`config.mk`:
```
export PLATFORM = sky130hd
export DESIGN_NAME = cfco_cell
export DESIGN_NICKNAME = d
export VERILOG_FILES = /design/src/design/cfco_pkg.sv /design/src/design/cfco_cell.sv
export SDC_FILE = /design/constraint.sdc
export NUM_CORES = 2
export LEC_CHECK = 0
export BUFFER_PORTS_ARGS = -buffer_cell sky130_fd_sc_hd__buf_2
export CORE_AREA = 5 5 417 255
export DETAILED_ROUTE_END_ITERATION = 8
export DIE_AREA = 0 0 422 260
export PLACE_DENSITY_LB_ADDON = 0.2
export SETUP_SLACK_MARGIN = 0.1
export SLEW_MARGIN = 10
export SYNTH_ARGS = -nofsm -noshare
export SYNTH_HDL_FRONTEND = slang
export SYNTH_SLANG_ARGS = --single-unit
```
`constraint.sdc`:
```
create_clock -name clock -period 8.9 [get_ports clock]
set_input_delay 1.78 -clock clock [delete_from_list [all_inputs] [get_ports clock]]
set_output_delay 1.78 -clock clock [all_outputs]
set_load 0.1 [all_outputs]
```
`src/design/cfco_pkg.sv`:
```
// types and constants shared by the 3x3 convolution filter modules
// no dependencies
`timescale 1ns / 1ps

package cfco_pkg;

   localparam int CSR_IDX_W  = 3;
   localparam int COEF_ROW_W = 48;
   localparam int COEF_W     = 16;
   localparam int GEOM_W     = 11;
   localparam int PIX_W      = 24;
   localparam int ACC_W      = 28;

   localparam logic [COEF_ROW_W-1:0] COEF_TOP_RESET = 48'd0;
   localparam logic [COEF_ROW_W-1:0] COEF_MID_RESET = 48'd1024;
   localparam logic [COEF_ROW_W-1:0] COEF_BOT_RESET = 48'd0;
   localparam logic [GEOM_W-1:0]     WIDTH_RESET    = 11'd640;
   localparam logic [GEOM_W-1:0]     HEIGHT_RESET   = 11'd480;
   localparam int                    GEOM_MIN       = 3;

   localparam logic [15:0] LUMA_WB = 16'd7471;
   localparam logic [15:0] LUMA_WG = 16'd38470;
   localparam logic [15:0] LUMA_WR = 16'd19595;
   localparam int          EDGE_OFFSET = 127;
   localparam int          PIX_MAX     = 255;

   typedef enum logic [CSR_IDX_W-1:0] {
      REG_COEF_TOP = 3'd0,
      REG_COEF_MID = 3'd1,
      REG_COEF_BOT = 3'd2,
      REG_WIDTH    = 3'd3,
      REG_HEIGHT   = 3'd4,
      REG_OFFSET   = 3'd5,
      REG_GRAY     = 3'd6
   } csr_reg_type;

   typedef logic [PIX_W-1:0]         pix_type;
   typedef pix_type [2:0][2:0]       win_type;
   typedef logic signed [ACC_W-1:0]  acc_type;
   typedef logic signed [COEF_W-1:0] coef_type;

   typedef struct packed {
      logic valid;
      logic border;
      logic last;
   } tag_type;

endpackage

```
`src/design/cfco_cell.sv`:
```
// one multiply-accumulate cell of the convolution chain: adds one window
// column times its kernel column to the running sums; uses cfco_pkg
`timescale 1ns / 1ps

module cfco_cell #(
   parameter int COL = 0
) (
   input  logic               clock,
   input  logic               reset,
   input  logic               enable,
   input  cfco_pkg::tag_type  tag_in,
   input  cfco_pkg::win_type  win_in,
   input  cfco_pkg::acc_type  acc_in [3],
   input  cfco_pkg::coef_type coef_in [3],
   output cfco_pkg::tag_type  tag_out,
   output cfco_pkg::win_type  win_out,
   output cfco_pkg::acc_type  acc_out [3]
);

   cfco_pkg::tag_type tag_ff;
   cfco_pkg::win_type win_ff;
   cfco_pkg::acc_type acc_ff [3];
   cfco_pkg::acc_type acc_in_sum [3];
   logic signed [cfco_pkg::COEF_W+8:0] prod;

   // coef_in is indexed by window row
   always_comb begin
      prod = '0;
      for (int ch = 0; ch < 3; ch++) begin
         acc_in_sum[ch] = acc_in[ch];
         for (int a = 0; a < 3; a++) begin
            prod = coef_in[a] * $signed({1'b0, win_in[a][COL][8*ch +: 8]});
            acc_in_sum[ch] = acc_in_sum[ch] + cfco_pkg::ACC_W'(prod);
         end
      end
   end

   always_ff @(posedge clock) begin
      if (reset) begin
         tag_ff <= '0;
      end else if (enable) begin
         tag_ff <= tag_in;
      end
   end

   always_ff @(posedge clock) begin
      if (enable) begin
         win_ff <= win_in;
         for (int ch = 0; ch < 3; ch++) begin
            acc_ff[ch] <= acc_in_sum[ch];
         end
      end
   end

   assign tag_out = tag_ff;
   assign win_out = win_ff;
   assign acc_out = acc_ff;

endmodule

```
==> run metrics <==
slew at the pin closest to its max-slew limit=around 990 ps; largest cells by area after synthesis=fa_1, edfxtp_1, inv_1; RD Place Congestion=~0.99; clock root buffer=clkbuf_16; status=completed; Crit path required time=slightly above 9000 ps; Cell variety after synth=56; clock sink total=approximately 300; commonest non-fill, non-tap cell in the layout=inv_1; Layout Nets=8,032; Area Growth Syn to Fin=11.1%; Worst Hold Class=reg -> reg; Clk pin slew, worst setup/hold paths=~70 ps; I/O pin total=around 660; largest net degree at the start of global routing=145; DP HPWL=~150 mm; Buf/Inv on CP=2; vias=just under 40,000; Critical path origin=coef_in[4]; # DRC=0; Reg-to-Reg End=tag_out[1]$_SDFFE_PP0P_; drt via density=5.23; WHS=a little under 500 ps; slowest CP cell=a221oi_1; Util after Layout=60.5%; syn nets=approximately 7,400; H-tree Lvls=2; CP top delay family=adder cells; Die Ht=~260 um; Slew headroom=33.8%; flop2flop setup slack=8300 ps; initial antenna violation count=10; All-Layer GR Usage=31.7%; clk_lat worst skew=about 570 ps; flops & latches, synth=about 300; initial core utilization=between 50% and 60%; met3 track demand over resource=12.5%; GR Util met1=between 50% and 60%; drt first pass iters=5; fin. max-slew vios=0; grt ovf=0; num rows=91; TritonCTS buffer count=35; Post-Syn Instances=between 5,000 and 6,000; setup TNS=0 ps; reg2reg start=tag_out[1]$_SDFFE_PP0P_; initial DRC count=approximately 3,800; DRT antenna net count=0; cell taking the most area after synthesis=fa_1; Avg Inst Size Synth=10.3 um^2; Max Fanout on Critical Path=22; layout cells sized above 1=13.2%; Seq/Total Area, Yosys=between 10% and 20%; startpoint types=input port; Synthesis Warnings=0; crit-path most repeated cell=fa_1; Final Setup Violations=0; max_cap viols=0; Post-Route WL=171 mm; Mapped Area=between 0.05 and 0.06 mm^2; fin crit share=between 90% and 100%; die area=approximately 0.11 mm^2; RSZ-0062 raised after global routing=no; min Tclk post-route=8410 ps; worst-case reg-to-reg path depth=2; Core Box Area=between 0.1 and 0.15 mm^2; Largest stage delay, worst path=800 ps; Most used DFF post-synth=edfxtp_1; Post-synth EDFFs=300; critical path cell sequence=buf_2 -> nand2_1 -> fa_1 -> fa_1 -> fa_1 -> fa_1 -> inv_1 -> fa_1 -> fa_1 -> fa_1 -> ha_1 -> a21oi_1 -> a221oi_1 -> nand3_1 -> o211a_1 -> a31oi_1 -> o21ai_0 -> xnor2_1; proportion of netlist area held by the largest area contributor=between 40% and 50%; TritonCTS clock tree=done; clock buffer depth=3; # hold bufs at CTS=0; Final Hold Viols=0; critical path class=in -> reg; global-route wire length before repair=~260 mm; Setup crit end kind=flip-flop; Worst EP arrival=roughly 8700 ps; non-filler instance count after layout=roughly 7,400; met2 Usage GRT=40.5%; Port Buffers=roughly 660; Critical Path Stages=18; Setup Fix Bufs, Post-CTS=0; Max Fclk=~0.12 GHz; Die W=roughly 420 um; post-DR wirelength/cell=23.1 um; vias in the first global route=40,700; Resized cells post-CTS=0; gr busiest metal=met1; Placed Cells=about 7,300; ys async rst share=0%; Layout Skew=0 ps; CP Capture Point=acc_out[79]$_DFFE_PP_; commonest cells after routing, fill and taps aside=inv_1, fa_1, buf_2
==> metrics by stage <==
stage	worst slack [ps]	cell area [um^2]
2_1_floorplan	1100	55500
3_3_place_gp	139	60500
3_5_place_dp	76.9	60500
4_1_cts	718	61600
5_1_grt	297	61700
6_report	486	61700
==> synth_stat cells (3+ instances only) <==
master and instances:
nor2_1 40, o31ai_1 5, fa_1 1293, a31oi_1 5
nor3_1 13, inv_1 1633, o21ai_0 39, a221oi_1 5
a211oi_1 13, o31a_1 4, and3_1 8, mux2i_1 5
ha_1 384, a211o_1 6, o211ai_1 5, or2_2 6
o21bai_1 7, a21boi_0 4, dfxtp_1 3, nor4_1 3
nand4_1 6, nand2_1 539, a2111oi_0 3, clkbuf_1 173
a21o_1 32, and2_1 648, nand3_1 14, nor2b_1 13
a41oi_1 3, xnor2_1 60, a21oi_1 65, edfxtp_1 300
xor2_1 21, o21a_1 11, nand2b_1 9
==> state kept, by name (all words and copies together) (netlist names) <==
register  flops
win_out     216
acc_out      84
tag_out       3
==> cell families (layout without fill, tap and decap cells) <==
| family | count (synthesis) | in the layout | synth area share (%) |
|---|---|---|---|
| buffers and inverters | 1807 | 2429 | 12.2 |
| adders and majority gates | 1677 | 1677 | 55.3 |
| and+or+nand+nor | 1307 | 1307 | 12.1 |
| DFF | 303 | 303 | 16.3 |
| AOI/OAI and AO/OA | 224 | 224 | 2.67 |
| xor gates and xnor gates | 81 | 81 | 1.28 |
| muxes | 5 | 5 | 0.0902 |
| other | 0 | 7 | 0 |
==> per-layer routing <==
layer / vias up / share of wire [%]
li1: 16700 / -
met1: 19800 / 47
met2: 2008 / 38
met3: 116 / 14
met4: 2 / 1.2
met5: - / 0.0041
==> layout make-up <==
type                            count  area, um^2
Antenna cell                        7        17.5
Clock buffer                       39         891
Clock inverter                     23         289
Fill cell                        8779       40200
Inverter                         1633        6130
Multi-Input combinational cell   3294       39600
Sequential cell                   303        9070
Tap cell                         1348        1690
Timing Repair Buffer              734        3940
==> worst min path at each step <==
| stage | start | to | slack, ps | cells after the start |
|---|---|---|---|---|
| after floorplan | tag_out[0]$_SDFFE_PP0P_ | tag_out[0]$_SDFFE_PP0P_ | 970 | 2 |
| after global placement | tag_out[2]$_SDFFE_PP0P_ | tag_out[2]$_SDFFE_PP0P_ | 470 | 2 |
| after detailed placement | tag_out[2]$_SDFFE_PP0P_ | tag_out[2]$_SDFFE_PP0P_ | 490 | 2 |
| after CTS | tag_out[2]$_SDFFE_PP0P_ | tag_out[2]$_SDFFE_PP0P_ | 500 | 2 |
| after global routing | tag_out[0]$_SDFFE_PP0P_ | tag_out[0]$_SDFFE_PP0P_ | 530 | 2 |
| final | tag_out[2]$_SDFFE_PP0P_ | tag_out[2]$_SDFFE_PP0P_ | 490 | 2 |
==> tightest hold or removal path, cell delays in order (launching register included) <==
cell and delay, ps:
dfxtp_1 320, mux2i_1 60, nor2_1 80
Power is not shown: default switching activity piles up to over one toggle a cycle in this logic, so the estimate is an artifact.
